## config.mk

```make
export PLATFORM = sky130hd
export DESIGN_NAME = url_percent_decoder
export DESIGN_NICKNAME = d
export VERILOG_FILES = /design/src/rtl/core/urlpd_pkg.sv /design/src/rtl/core/url_percent_decoder.sv /design/src/rtl/core/urlpd_in_reg.sv /design/src/rtl/core/urlpd_decode.sv /design/src/rtl/core/urlpd_out_reg.sv
export SDC_FILE = /design/constraint.sdc
export NUM_CORES = 1
export LEC_CHECK = 0
export BUFFER_PORTS_ARGS = -buffer_cell sky130_fd_sc_hd__buf_2
export CORE_MARGIN = 5
export CORE_UTILIZATION = 55
export CTS_CLUSTER_SIZE = 28
export DETAILED_ROUTE_END_ITERATION = 10
export GPL_TIMING_DRIVEN = 0
export PLACE_DENSITY = 0.77
export REMOVE_ABC_BUFFERS = 1
export SYNTH_ARGS = -nofsm -noshare
export SYNTH_HDL_FRONTEND = slang
export SYNTH_SLANG_ARGS = --single-unit
```

## constraint.sdc

```tcl
create_clock -name i_clk -period 13.3 [get_ports i_clk]
set_input_delay 2.66 -clock i_clk [delete_from_list [all_inputs] [get_ports i_clk]]
set_output_delay 2.66 -clock i_clk [all_outputs]
set_load 0.02 [all_outputs]
```

## src/rtl/core/urlpd_pkg.sv

```systemverilog
// Shared types, constants and helpers for the URL percent decoder.
package urlpd_pkg;

    localparam int MAX_CAPACITY = 4096;
    localparam int CAP_W        = 13;
    localparam int CNT_W        = 13;
    localparam int BYTE_W       = 8;
    localparam int KIND_W       = 2;
    localparam int OUT_TDATA_W  = 24;

    localparam logic [KIND_W-1:0] KIND_DATA = 2'd0;
    localparam logic [KIND_W-1:0] KIND_END  = 2'd1;
    localparam logic [KIND_W-1:0] KIND_ERR  = 2'd2;

    localparam logic [BYTE_W-1:0] CH_NUL     = 8'h00;
    localparam logic [BYTE_W-1:0] CH_PERCENT = 8'h25;
    localparam logic [BYTE_W-1:0] CH_PLUS    = 8'h2B;
    localparam logic [BYTE_W-1:0] CH_AMP     = 8'h26;
    localparam logic [BYTE_W-1:0] CH_SPACE   = 8'h20;

    typedef enum logic [3:0] {
        PH_DONE  = 4'b0001,
        PH_PLAIN = 4'b0010,
        PH_HEX1  = 4'b0100,
        PH_HEX2  = 4'b1000
    } t_phase;

    typedef struct packed {
        logic [BYTE_W-1:0] data;
        logic              start;
    } t_item;

    typedef struct packed {
        logic              has;
        logic [KIND_W-1:0] kind;
        logic [BYTE_W-1:0] data;
        logic [CNT_W-1:0]  length;
    } t_result;

    typedef struct packed {
        logic       ok;
        logic [3:0] value;
    } t_nibble;

    // Map an ASCII hex digit to its value; ok is low for any other byte.
    function automatic t_nibble hex_nibble(input logic [BYTE_W-1:0] b);
        t_nibble r;
        r.ok    = 1'b1;
        r.value = 4'd0;
        if (b >= 8'h30 && b <= 8'h39) begin
            r.value = 4'(b - 8'h30);
        end else if (b >= 8'h41 && b <= 8'h46) begin
            r.value = 4'(b - 8'h41 + 8'd10);
        end else if (b >= 8'h61 && b <= 8'h66) begin
            r.value = 4'(b - 8'h61 + 8'd10);
        end else begin
            r.ok = 1'b0;
        end
        return r;
    endfunction

endpackage

```

## src/rtl/core/url_percent_decoder.sv

```systemverilog
// Top level of the URL percent decoder: input stage, decode step, result register.
//
// Usage:
//   Source bytes of one query parameter value enter on the s-channel, one per
//   transfer: tdata carries the byte, tuser flags the first byte of a new value.
//   Each byte gives zero or one result on the m-channel: tuser carries the kind
//   (data byte, end of value, error), tdata the decoded byte and the running
//   length. '%' (unless the capacity is exceeded) and its first hex digit give
//   no result; bytes after an end or error are dropped until the next start.
//   The cfg channel writes the buffer capacity; it is always ready and must be
//   written only while no item is in flight.
// Timing:
//   A result passes the input register and then the result register before it
//   is presented. One byte is accepted every cycle unless the sink stalls with a
//   result held; the combinational decode step between the two registers sets
//   that rate.
// Reset and stall:
//   Reset empties both registers, sets the capacity to 4096 and leaves the
//   decoder waiting for a start. While the sink stalls with a result held, the
//   input register still takes one byte; bytes that give no result keep moving.
module url_percent_decoder (
    input  logic        i_clk,
    input  logic        i_rst_n,
    input  logic        i_s_tvalid,
    output logic        o_s_tready,
    input  logic [7:0]  i_s_tdata,   // [7:0] in_byte
    input  logic        i_s_tuser,   // [0] start_req
    output logic        o_m_tvalid,
    input  logic        i_m_tready,
    output logic [23:0] o_m_tdata,   // [7:0] out_byte, [20:8] length, [23:21] zero
    output logic [1:0]  o_m_tuser,   // [1:0] kind
    input  logic        i_cfg_valid,
    output logic        o_cfg_ready,
    input  logic [12:0] i_cfg_data   // buffer_capacity
);
    import urlpd_pkg::*;

    t_item            s_item, held_item;
    logic             held_valid;
    logic             advance;
    t_result          step_res, out_res;
    logic             out_valid;
    logic [CAP_W-1:0] r_capacity;

    assign s_item.data  = i_s_tdata;
    assign s_item.start = i_s_tuser;

    // Move the held byte on unless its result would overwrite one still waiting.
    assign advance = held_valid && (!step_res.has || !out_valid || i_m_tready);

    urlpd_in_reg u_in_reg (
        .i_clk     (i_clk),
        .i_rst_n   (i_rst_n),
        .i_valid   (i_s_tvalid),
        .o_ready   (o_s_tready),
        .i_item    (s_item),
        .i_advance (advance),
        .o_valid   (held_valid),
        .o_item    (held_item)
    );

    urlpd_decode u_decode (
        .i_clk      (i_clk),
        .i_rst_n    (i_rst_n),
        .i_advance  (advance),
        .i_item     (held_item),
        .i_capacity (r_capacity),
        .o_result   (step_res)
    );

    urlpd_out_reg u_out_reg (
        .i_clk    (i_clk),
        .i_rst_n  (i_rst_n),
        .i_load   (advance && step_res.has),
        .i_result (step_res),
        .i_ready  (i_m_tready),
        .o_valid  (out_valid),
        .o_result (out_res)
    );

    assign o_cfg_ready = 1'b1;

    always_ff @(posedge i_clk) begin
        if (!i_rst_n) begin
            r_capacity <= CAP_W'(4096);
        end else if (i_cfg_valid) begin
            r_capacity <= i_cfg_data;
        end
    end

    assign o_m_tvalid = out_valid;
    assign o_m_tuser  = out_res.kind;
    assign o_m_tdata  = {(OUT_TDATA_W-CNT_W-BYTE_W)'(0), out_res.length, out_res.data};

endmodule

```

## src/rtl/core/urlpd_in_reg.sv

```systemverilog
// Input register stage: captures one source byte and its start flag.
module urlpd_in_reg (
    input  logic                 i_clk,
    input  logic                 i_rst_n,
    input  logic                 i_valid,
    output logic                 o_ready,
    input  urlpd_pkg::t_item     i_item,
    input  logic                 i_advance,
    output logic                 o_valid,
    output urlpd_pkg::t_item     o_item
);
    import urlpd_pkg::*;

    logic  r_valid;
    t_item r_item;

    // Take a new transfer when empty or when the held item moves on this cycle.
    assign o_ready = !r_valid || i_advance;

    always_ff @(posedge i_clk) begin
        if (!i_rst_n) begin
            r_valid <= 1'b0;
        end else if (o_ready) begin
            r_valid <= i_valid;
        end
    end

    always_ff @(posedge i_clk) begin
        if (o_ready && i_valid) begin
            r_item <= i_item;
        end
    end

    assign o_valid = r_valid;
    assign o_item  = r_item;

endmodule

```

## src/rtl/core/urlpd_decode.sv

```systemverilog
// Decode step: phase, pending nibble and count registers plus the per-byte logic.
module urlpd_decode (
    input  logic                       i_clk,
    input  logic                       i_rst_n,
    input  logic                       i_advance,
    input  urlpd_pkg::t_item           i_item,
    input  logic [urlpd_pkg::CAP_W-1:0] i_capacity,
    output urlpd_pkg::t_result         o_result
);
    import urlpd_pkg::*;

    t_phase           r_phase, n_phase;
    logic [3:0]       r_high,  n_high;
    logic [CNT_W-1:0] r_count, n_count;

    logic [CAP_W-1:0] cap;
    t_phase           phase_eff;
    logic [CNT_W-1:0] count_eff;
    logic [CNT_W:0]   count_plus3;
    t_nibble          nib;
    t_result          res;

    always_comb begin
        // Clamp the register to the largest supported buffer.
        if (32'(i_capacity) > 32'(MAX_CAPACITY)) begin
            cap = CAP_W'(MAX_CAPACITY);
        end else begin
            cap = i_capacity;
        end
    end

    assign phase_eff   = i_item.start ? PH_PLAIN : r_phase;
    assign count_eff   = i_item.start ? '0 : r_count;
    assign count_plus3 = {1'b0, count_eff} + (CNT_W+1)'(3);
    assign nib         = hex_nibble(i_item.data);

    always_comb begin
        n_phase    = phase_eff;
        n_high     = i_item.start ? 4'd0 : r_high;
        n_count    = count_eff;
        res.has    = 1'b0;
        res.kind   = KIND_DATA;
        res.data   = '0;
        if (i_item.start && cap == '0) begin
            res.has  = 1'b1;
            res.kind = KIND_ERR;
        end else begin
            unique case (phase_eff)
                PH_DONE: begin
                    // drop bytes until the next start
                end
                PH_PLAIN: begin
                    if (i_item.data == CH_NUL || i_item.data == CH_AMP) begin
                        res.has  = 1'b1;
                        res.kind = KIND_END;
                    end else if (count_plus3 >= {1'b0, cap}) begin
                        res.has  = 1'b1;
                        res.kind = KIND_ERR;
                    end else if (i_item.data == CH_PERCENT) begin
                        n_phase = PH_HEX1;
                    end else begin
                        res.has  = 1'b1;
                        res.data = (i_item.data == CH_PLUS) ? CH_SPACE : i_item.data;
                        n_count  = count_eff + CNT_W'(1);
                    end
                end
                PH_HEX1: begin
                    if (nib.ok) begin
                        n_high  = nib.value;
                        n_phase = PH_HEX2;
                    end else begin
                        res.has  = 1'b1;
                        res.kind = KIND_ERR;
                    end
                end
                PH_HEX2: begin
                    if (nib.ok) begin
                        res.has  = 1'b1;
                        res.data = {n_high, nib.value};
                        n_count  = count_eff + CNT_W'(1);
                        n_phase  = PH_PLAIN;
                    end else begin
                        res.has  = 1'b1;
                        res.kind = KIND_ERR;
                    end
                end
                default: begin
                    n_phase = PH_DONE;
                end
            endcase
            // End and error close the value.
            if (res.has && res.kind != KIND_DATA) begin
                n_phase = PH_DONE;
            end
        end
        if (res.has && res.kind != KIND_DATA) begin
            n_phase = PH_DONE;
        end
        res.length = n_count;
    end

    always_ff @(posedge i_clk) begin
        if (!i_rst_n) begin
            r_phase <= PH_DONE;
            r_high  <= 4'd0;
            r_count <= '0;
        end else if (i_advance) begin
            r_phase <= n_phase;
            r_high  <= n_high;
            r_count <= n_count;
        end
    end

    assign o_result = res;

endmodule

```

## src/rtl/core/urlpd_out_reg.sv

```systemverilog
// Result register: holds one decoded result until the sink takes it.
module urlpd_out_reg (
    input  logic                 i_clk,
    input  logic                 i_rst_n,
    input  logic                 i_load,
    input  urlpd_pkg::t_result   i_result,
    input  logic                 i_ready,
    output logic                 o_valid,
    output urlpd_pkg::t_result   o_result
);
    import urlpd_pkg::*;

    logic    r_valid;
    t_result r_result;

    always_ff @(posedge i_clk) begin
        if (!i_rst_n) begin
            r_valid <= 1'b0;
        end else if (i_load) begin
            r_valid <= 1'b1;
        end else if (i_ready) begin
            r_valid <= 1'b0;
        end
    end

    always_ff @(posedge i_clk) begin
        if (i_load) begin
            r_result <= i_result;
        end
    end

    assign o_valid  = r_valid;
    assign o_result = r_result;

endmodule

```

== Word level (Yosys, flattened, before mapping) ==
Index checks and enable logic that the tools add are counted.

* Bits in registers: 68
* Latch bits: 0
* RAM bits: 0
* Bits in read-only memories: 0
* Bits of input ports: 27
* Output and inout port bits: 29
* Word-level logic and storage cells: 99
* Memories: 0

* $add $sub $neg: 7
* Multipliers: 0
* Divide/modulo/power cells: 0
* Order comparisons: 8
* Eq/ne operators: 7
* Shift-type cells: 0
* Multiplexer cells: 45
* Bitwise gates (word level): 0
* Reduce and logical (&&, ||, !) cells: 21

{| class="wikitable"
|+ Operator list
! kind !! count
|-
| $mux W13 || 7
|-
| $mux W4 || 16
|-
| $mux W8 || 5
|-
| $pmux W13 S2 || 1
|-
| $eq A8 B6 Y1 const B || 3
|-
| $ge A8 B7 Y1 const B || 2
|-
| $le A8 B7 Y1 const B || 2
|-
| $pmux W4 S4 || 1
|-
| $pmux W8 S2 || 1
|-
| $add A13 B2 Y14 const B || 1
|-
| $ge A14 B13 Y1 || 1
|-
| $add A13 B1 Y13 const B || 1
|-
| $gt A13 B13 Y1 const B || 1
|-
| $logic_not A13 Y1 || 1
|-
| $mux W3 || 4
|-
| $sub A4 B1 Y4 const B || 3
|-
| $logic_and A1 B1 Y1 || 9
|-
| $pmux W3 S3 || 1
|-
| $add A4 B4 Y4 const B || 2
|-
| $ge A8 B6 Y1 const B || 1
|-
| $le A8 B6 Y1 const B || 1
|-
| $logic_not A8 Y1 || 1
|-
| $mux W1 || 7
|-
| $reduce_bool A2 Y1 || 3
|-
| other kinds (7) || 13
|}

== Depth between registers and ports, before layout ==
* Word-level depth: 15
* Depth in mapped cells: 17
* Depth with buffers taken out: 15

== Cells and area by module ==
Synthesis repeated with hierarchy kept, for this count alone.

* Cell total of the unflattened synthesis: 440
* Area, all modules: 4131.5 um2

{| class="wikitable"
|+ By module, submodules not included
! module !! instances !! cells each !! area an instance (um2) !! sequential area each (um2)
|-
| urlpd_decode || 1 || 347 || 2478.6 || 420.4
|-
| urlpd_out_reg || 1 || 27 || 762.0 || 740.7
|-
| url_percent_decoder || 1 || 52 || 563.0 || 260.2
|-
| urlpd_in_reg || 1 || 14 || 327.8 || 290.3
|}

== Worst setup path before layout ==
No wires, ideal clock.

* Kind: register to output
* Start point: reg u_in_reg.r_item (netlist bit u_in_reg.o_item[0])
* End point: out o_s_tready
* Arrival time: 3.334 ns
* Data required time: 10.640 ns
* Path slack: 7.306 ns
* Stages on the path, launching flop included: 16
* Buffers on the path: 0
* Cells stage by stage: edfxtp_1 > inv_2 > nand2_1 > ha_1 > nor4_1 > nand2_1 > xor2_1 > nor2_1 > ha_1 > nand3_1 > o22ai_1 > nor2_1 > o2111ai_2 > a2111oi_2 > nor2_1 > inv_1

* Word-level cells in the longest chain between the ends: 13
* Elaborated cells on any way between the ends: 18
* Those cells by class: 1 x add/sub; 1 x order compare; 3 x eq/ne; 7 x mux; 6 x reduce/logical

{| class="wikitable"
|+ Ends and longest elaborated chain
! element !! line !! text
|-
| from (decl) || urlpd_in_reg.sv:15 || <nowiki>t_item r_item;</nowiki>
|-
| from (signal assigned) || urlpd_in_reg.sv:30 || <nowiki>r_item <= i_item;</nowiki>
|-
| $mux W13 || urlpd_decode.sv:33 || <nowiki>assign count_eff = i_item.start ? '0 : r_count;</nowiki>
|-
| $add A13 B2 Y14 || urlpd_decode.sv:34 || <nowiki>assign count_plus3 = {1'b0, count_eff} + (CNT_W+1)'(3);</nowiki>
|-
| $ge A14 B13 Y1 || urlpd_decode.sv:56 || <nowiki>end else if (count_plus3 >= {1'b0, cap}) begin</nowiki>
|-
| $mux W1 || urlpd_decode.sv:56 ||
|-
| $mux W3 || urlpd_decode.sv:53 || <nowiki>if (i_item.data == CH_NUL || i_item.data == CH_AMP) begin</nowiki>
|-
| $pmux W3 S3 || urlpd_decode.sv:48 || <nowiki>unique case (phase_eff)</nowiki>
|-
| $mux W3 || urlpd_decode.sv:44 || <nowiki>if (i_item.start && cap == '0) begin</nowiki>
|-
| $mux W3 * || urlpd_decode.sv:44 ||
|-
| $logic_not A1 Y1 * || url_percent_decoder.sv:49 || <nowiki>assign advance = held_valid && (!step_res.has || !out_valid || i_m_tready);</nowiki>
|-
| $logic_or A1 B1 Y1 * (2 in a row) || url_percent_decoder.sv:49 ||
|-
| $logic_and A1 B1 Y1 * || url_percent_decoder.sv:49 ||
|-
| $logic_or A1 B1 Y1 * || urlpd_in_reg.sv:18 || <nowiki>assign o_ready = !r_valid || i_advance;</nowiki>
|-
| to (decl) || url_percent_decoder.sv:25 || <nowiki>output logic o_s_tready,</nowiki>
|}

Mark *: on every way between the ends. The rest lies on a longest branch, timed or not. The select of a mux whose other input is x is not followed.

== Final worst setup path ==
Same ends and word-level chain as after synthesis.

==> results.txt <==
Timing analysis after detailed placement gives a worst setup slack of 5890 ps. The critical path launch point type is a register. The floorplan has 31 rows. Input and output buffers added on the ports amount to 51. Setup repair after global routing left no endpoint under its margin. In this run, post-CTS repair resized a total of 0 instances. sky130_fd_sc_hd__edfxtp_1 takes more of the synthesized area than any other cell. The number of enable flip-flop cells after synthesis came out at 32. The proportion of netlist area held by the largest area contributor is 22.8%.

The core outline area came out at 7330 um2. The transition time of the tightest slew-check pin is 1140 ps. The basic-gate share of the synthesized area counting and, or, nand and nor cells is 23.8%. The path class of the tightest hold or removal check is reg2reg.

The first TritonRoute pass finished after 5 iterations. The boundary pin count is 56. The detailed placement HPWL came out at 7020 um. The total routing usage reported by global routing came out at 21.0%.

The initial utilization of the core area, before any placement, comes to 57.4%. The antenna diode instance count is 0. The compound-gate portion of the synthesized area is 18.6%. The number of global-route vias before repair came to 3404. At the end of routability-driven placement, the weighted congestion stood at 0.925. At the later pin of the worst-skew pair, clock insertion delay measures 340 ps. The multiplexer area fraction after synthesis came out at 3.09%. The power density of the placed cells is 93.7 nW/um2. The first-pass GRT wire length came out at 16500 um. The number of antenna violations at the first check in global routing came to 0.

The synthesized-area fraction occupied by xor and xnor cells came out at 3.54%. The final worst-path setup slack is 5450 ps. Excluding fillers, the count of instances in the completed layout stands at 597.

The highest ir drop seen on vdd is 58.7 uV. The depth of the CTS H-tree is 3. The floorplan die width came out at 97.5 um. In the final layout, the share of cells above drive strength 1 is 18.1%.

The gate count after technology mapping came out at 456. After synthesis, flip-flops and latches occupy 40.0% of the total area. In this run the worst path has a maximum fanout of 31. Along the worst hold path, the cell count comes to 2. Measured against its own limit, the worst slew margin works out to 23.7%. The clock transition at the registers of the reported paths came out at 70 ps.

For this run, the leading register cell type out of synthesis is sky130_fd_sc_hd__dfxtp_1. Once layout is done, the placed cells without fillers occupy 4620 um2. Setup slack on the worst reg-to-reg path comes out at 7660 ps.

The sum of negative setup slack came out at 0 ps. The cell count after placement is 580. The final critical-path share of the clock period came out at 59.0%. The smallest clock period supported by the final layout is computed as 7850 ps.

The number of setup violations in the final report came out at 0. The y dimension of the die is 97.5 um. The highest layer used for signal routing is met4.

The number of buffers between clock root and the deepest sink is 2. The routed layout has 3645 vias. The max-cap check violation count came out at 0. The average detailed-routed wire length per instance came out at 16.6 um.

The static leakage came out at 1.75 nW. The area of combinational cells with multiple inputs is 2330 um2. The count of pins over their slew limit is 0. The die area came out at 9500 um2. The worst register-to-register path begins at u_in_reg.o_item[0]. The run finished with clean final reports. Once detail routing completed, the nets flagged for antenna violations numbered 0.

The filler cell count is 628. In the detailed route, the total length drawn on met3 is 924 um. The count of final hold-check violations came out at 0. The final net count is 540. The largest net degree at the start of global routing came out at 32. The worst hold path begins at u_decode.r_phase[1].

The kind of capture point of the worst setup path is an output pin. The total standard cell area after synthesis came out at 4210 um2. The path with the worst hold slack has its endpoint at u_decode.r_phase[1]. The combinational family with the most area after synthesis is simple AND/OR/NAND/NOR gates. The number of storage elements in the synthesis netlist is 68.

Clock tree synthesis found a total of 68 sinks. The maximum achievable frequency is 0.127 GHz. The number of different library cells used by synthesis comes to 75. Clock skew on the completed layout was measured at 10.1 ps.

In the routed layout, each cell is associated on average with a via count of 6.11. The average cell area after synthesis is 9.22 um2. After Yosys synthesis, full adders, half adders and majority gates account for 5.95% of the synthesized area. In the post-synthesis netlist, the biggest area contributors are sky130_fd_sc_hd__edfxtp_1 23%, sky130_fd_sc_hd__dfxtp_1 17%, sky130_fd_sc_hd__ha_1 5.9%. Summing all placed instances gives a cell area of 4460 um2.

The total of warnings raised by yosys came out at 0. Of all flip-flops after synthesis, the portion carrying an async set or reset was 0%. The capture point of the worst reg-to-reg path is u_in_reg.o_item[4]. The DRC marker count from the first detailed-route iteration is 379.

The routed wire length on met2 is 4500 um. The number of cells on the worst reg-to-reg path is 15. Counting the buffers created by CTS gives 9. At the worst endpoint, the required time is 10640 ps. The synthesis-to-finish area growth is 9.73%. TritonCTS built the clock tree. After detailed routing, the number of remaining DRC violations is 0. In this run the clock root is driven by a sky130_fd_sc_hd__clkbuf_8.

By startpoint and endpoint, the worst setup path is classified as reg2out. The worst-case hold slack came out at 485 ps. The sequential cell area is 1680 um2. For this run the aggregate overflow at the end of global routing stands at 0. The final routed wirelength across all metal layers is 9900 um.

The met1 layer wirelength in the final routing came out at 4310 um. In this run, post-CTS hold repair placed 0 buffers. The endpoint arrival time on the critical path is 5190 ps. The setup fix buffers added after clock tree synthesis came out at 0.
-- layer usage --
layer / GRT usage (%) / up-vias
li1: - / 1766
met1: 29.0 / 1693
met2: 31.4 / 170
met3: 5.38 / 16
met4: 8.73 / 0
met5: 0 / -
-- area by class of cell --
cell class / instances / share of cell area [%]
well taps: 99 / 2.68
repair buffers: 53 / 5.96
flip-flops and latches: 68 / 36.4
clock buffers: 12 / 2.93
inverters: 13 / 1.06
clock inverters: 4 / 0.407
multi-input cells: 348 / 50.5
-- cells in the mapped netlist (3+ instances only) --
master / n
sky130_fd_sc_hd__a2111oi_0: 3
sky130_fd_sc_hd__a21o_1: 3
sky130_fd_sc_hd__a21oi_1: 21
sky130_fd_sc_hd__a31oi_1: 3
sky130_fd_sc_hd__a32oi_1: 6
sky130_fd_sc_hd__and2_1: 4
sky130_fd_sc_hd__and3_1: 4
sky130_fd_sc_hd__buf_2: 6
sky130_fd_sc_hd__buf_4: 6
sky130_fd_sc_hd__clkbuf_1: 13
sky130_fd_sc_hd__dfxtp_1: 36
sky130_fd_sc_hd__edfxtp_1: 32
sky130_fd_sc_hd__ha_1: 20
sky130_fd_sc_hd__inv_1: 11
sky130_fd_sc_hd__mux2i_1: 13
sky130_fd_sc_hd__nand2_1: 49
sky130_fd_sc_hd__nand3_1: 24
sky130_fd_sc_hd__nand4_1: 7
sky130_fd_sc_hd__nor2_1: 48
sky130_fd_sc_hd__nor2b_1: 10
sky130_fd_sc_hd__nor3_1: 7
sky130_fd_sc_hd__nor4_1: 6
sky130_fd_sc_hd__o2111ai_1: 6
sky130_fd_sc_hd__o211ai_1: 7
sky130_fd_sc_hd__o21ai_0: 16
sky130_fd_sc_hd__or3_1: 7
sky130_fd_sc_hd__or4_1: 10
sky130_fd_sc_hd__xnor2_1: 9
sky130_fd_sc_hd__xor2_1: 8
-- cells in the final DEF, fill, tap and decap left out, types with 3 or more instances in the layout --
| cell | n |
|---|---|
| sky130_fd_sc_hd__a31oi_1 | 3 |
| sky130_fd_sc_hd__conb_1 | 4 |
| sky130_fd_sc_hd__clkinv_2 | 3 |
| sky130_fd_sc_hd__dfxtp_1 | 36 |
| sky130_fd_sc_hd__clkbuf_1 | 3 |
| sky130_fd_sc_hd__nand4_1 | 7 |
| sky130_fd_sc_hd__and2_1 | 4 |
| sky130_fd_sc_hd__a32oi_1 | 6 |
| sky130_fd_sc_hd__clkbuf_8 | 9 |
| sky130_fd_sc_hd__nor2_2 | 3 |
| sky130_fd_sc_hd__or3_1 | 7 |
| sky130_fd_sc_hd__xor2_1 | 8 |
| sky130_fd_sc_hd__ha_1 | 20 |
| sky130_fd_sc_hd__nor2b_1 | 10 |
| sky130_fd_sc_hd__nand2_1 | 49 |
| sky130_fd_sc_hd__nor3_1 | 7 |
| sky130_fd_sc_hd__buf_2 | 51 |
| sky130_fd_sc_hd__o21ai_0 | 16 |
| sky130_fd_sc_hd__a21o_1 | 3 |
| sky130_fd_sc_hd__o211ai_1 | 7 |
| sky130_fd_sc_hd__nor4_1 | 6 |
| sky130_fd_sc_hd__or4_1 | 10 |
| sky130_fd_sc_hd__nor2_1 | 47 |
| sky130_fd_sc_hd__a2111oi_0 | 3 |
| sky130_fd_sc_hd__mux2i_1 | 13 |
| sky130_fd_sc_hd__a21oi_1 | 21 |
| sky130_fd_sc_hd__xnor2_1 | 9 |
| sky130_fd_sc_hd__and3_1 | 4 |
| sky130_fd_sc_hd__o2111ai_1 | 6 |
| sky130_fd_sc_hd__nand3_1 | 24 |
| sky130_fd_sc_hd__edfxtp_1 | 32 |
| sky130_fd_sc_hd__inv_1 | 11 |
-- through the flow --
stage	total power [mW]	utilization, %
after floorplan	0.275	-
after detailed placement	0.295	60.8
final	0.432	63.0
after global placement	0.293	60.6
after CTS	0.434	62.9
after global routing	0.453	63.0
-- registers in the layout, summed over array words and instances, names as in the netlist --
| name | cells |
|---|---|
| u_decode.r_phase | 4 |
| u_out_reg.o_valid | 1 |
| u_decode.r_count | 13 |
| u_in_reg.o_item | 9 |
| u_in_reg.o_valid | 1 |
| u_decode.r_high | 4 |
| r_capacity | 13 |
| u_out_reg.o_result | 23 |
-- worst max path at each step --
| stage | from | to | slack (ps) | cells past startpoint |
|---|---|---|---|---|
| 6_report | u_in_reg.o_item[0] | o_s_tready | 5450 | 16 |
| 5_1_grt | u_in_reg.o_item[0] | o_s_tready | 5050 | 16 |
| 4_1_cts | u_in_reg.o_item[0] | o_s_tready | 5500 | 16 |
| 3_5_place_dp | u_in_reg.o_item[0] | o_s_tready | 5890 | 16 |
| 3_3_place_gp | u_in_reg.o_item[0] | o_s_tready | 5990 | 16 |
| 2_1_floorplan | u_in_reg.o_item[0] | o_s_tready | 6840 | 15 |
-- critical path, stage by stage, from the launching register on --
cell and delay (ps):
sky130_fd_sc_hd__edfxtp_1 840, sky130_fd_sc_hd__inv_2 520, sky130_fd_sc_hd__nand2_1 130, sky130_fd_sc_hd__ha_1 300, sky130_fd_sc_hd__nor4_1 560, sky130_fd_sc_hd__nand2_1 140
sky130_fd_sc_hd__xor2_1 170, sky130_fd_sc_hd__nor2_1 60, sky130_fd_sc_hd__ha_1 350, sky130_fd_sc_hd__nand3_1 130, sky130_fd_sc_hd__o22ai_1 130, sky130_fd_sc_hd__nor2_1 260
sky130_fd_sc_hd__o2111ai_2 290, sky130_fd_sc_hd__a2111oi_2 590, sky130_fd_sc_hd__nor2_1 150, sky130_fd_sc_hd__inv_1 70, sky130_fd_sc_hd__buf_2 150
-- cell families after synthesis --
logic type	after synthesis
compound gates	100
xor+xnor	17
fa+ha+maj	20
buf+inv	42
flops	68
mux	13
other cells	2
simple gates	194
-- power by group --
part	switching, mW	internal [mW]
logic	0.0343	0.0203
registers	0.00915	0.227
clock network	0.0748	0.0663
total	0.118	0.314
Power figures use the tool's default switching activity.
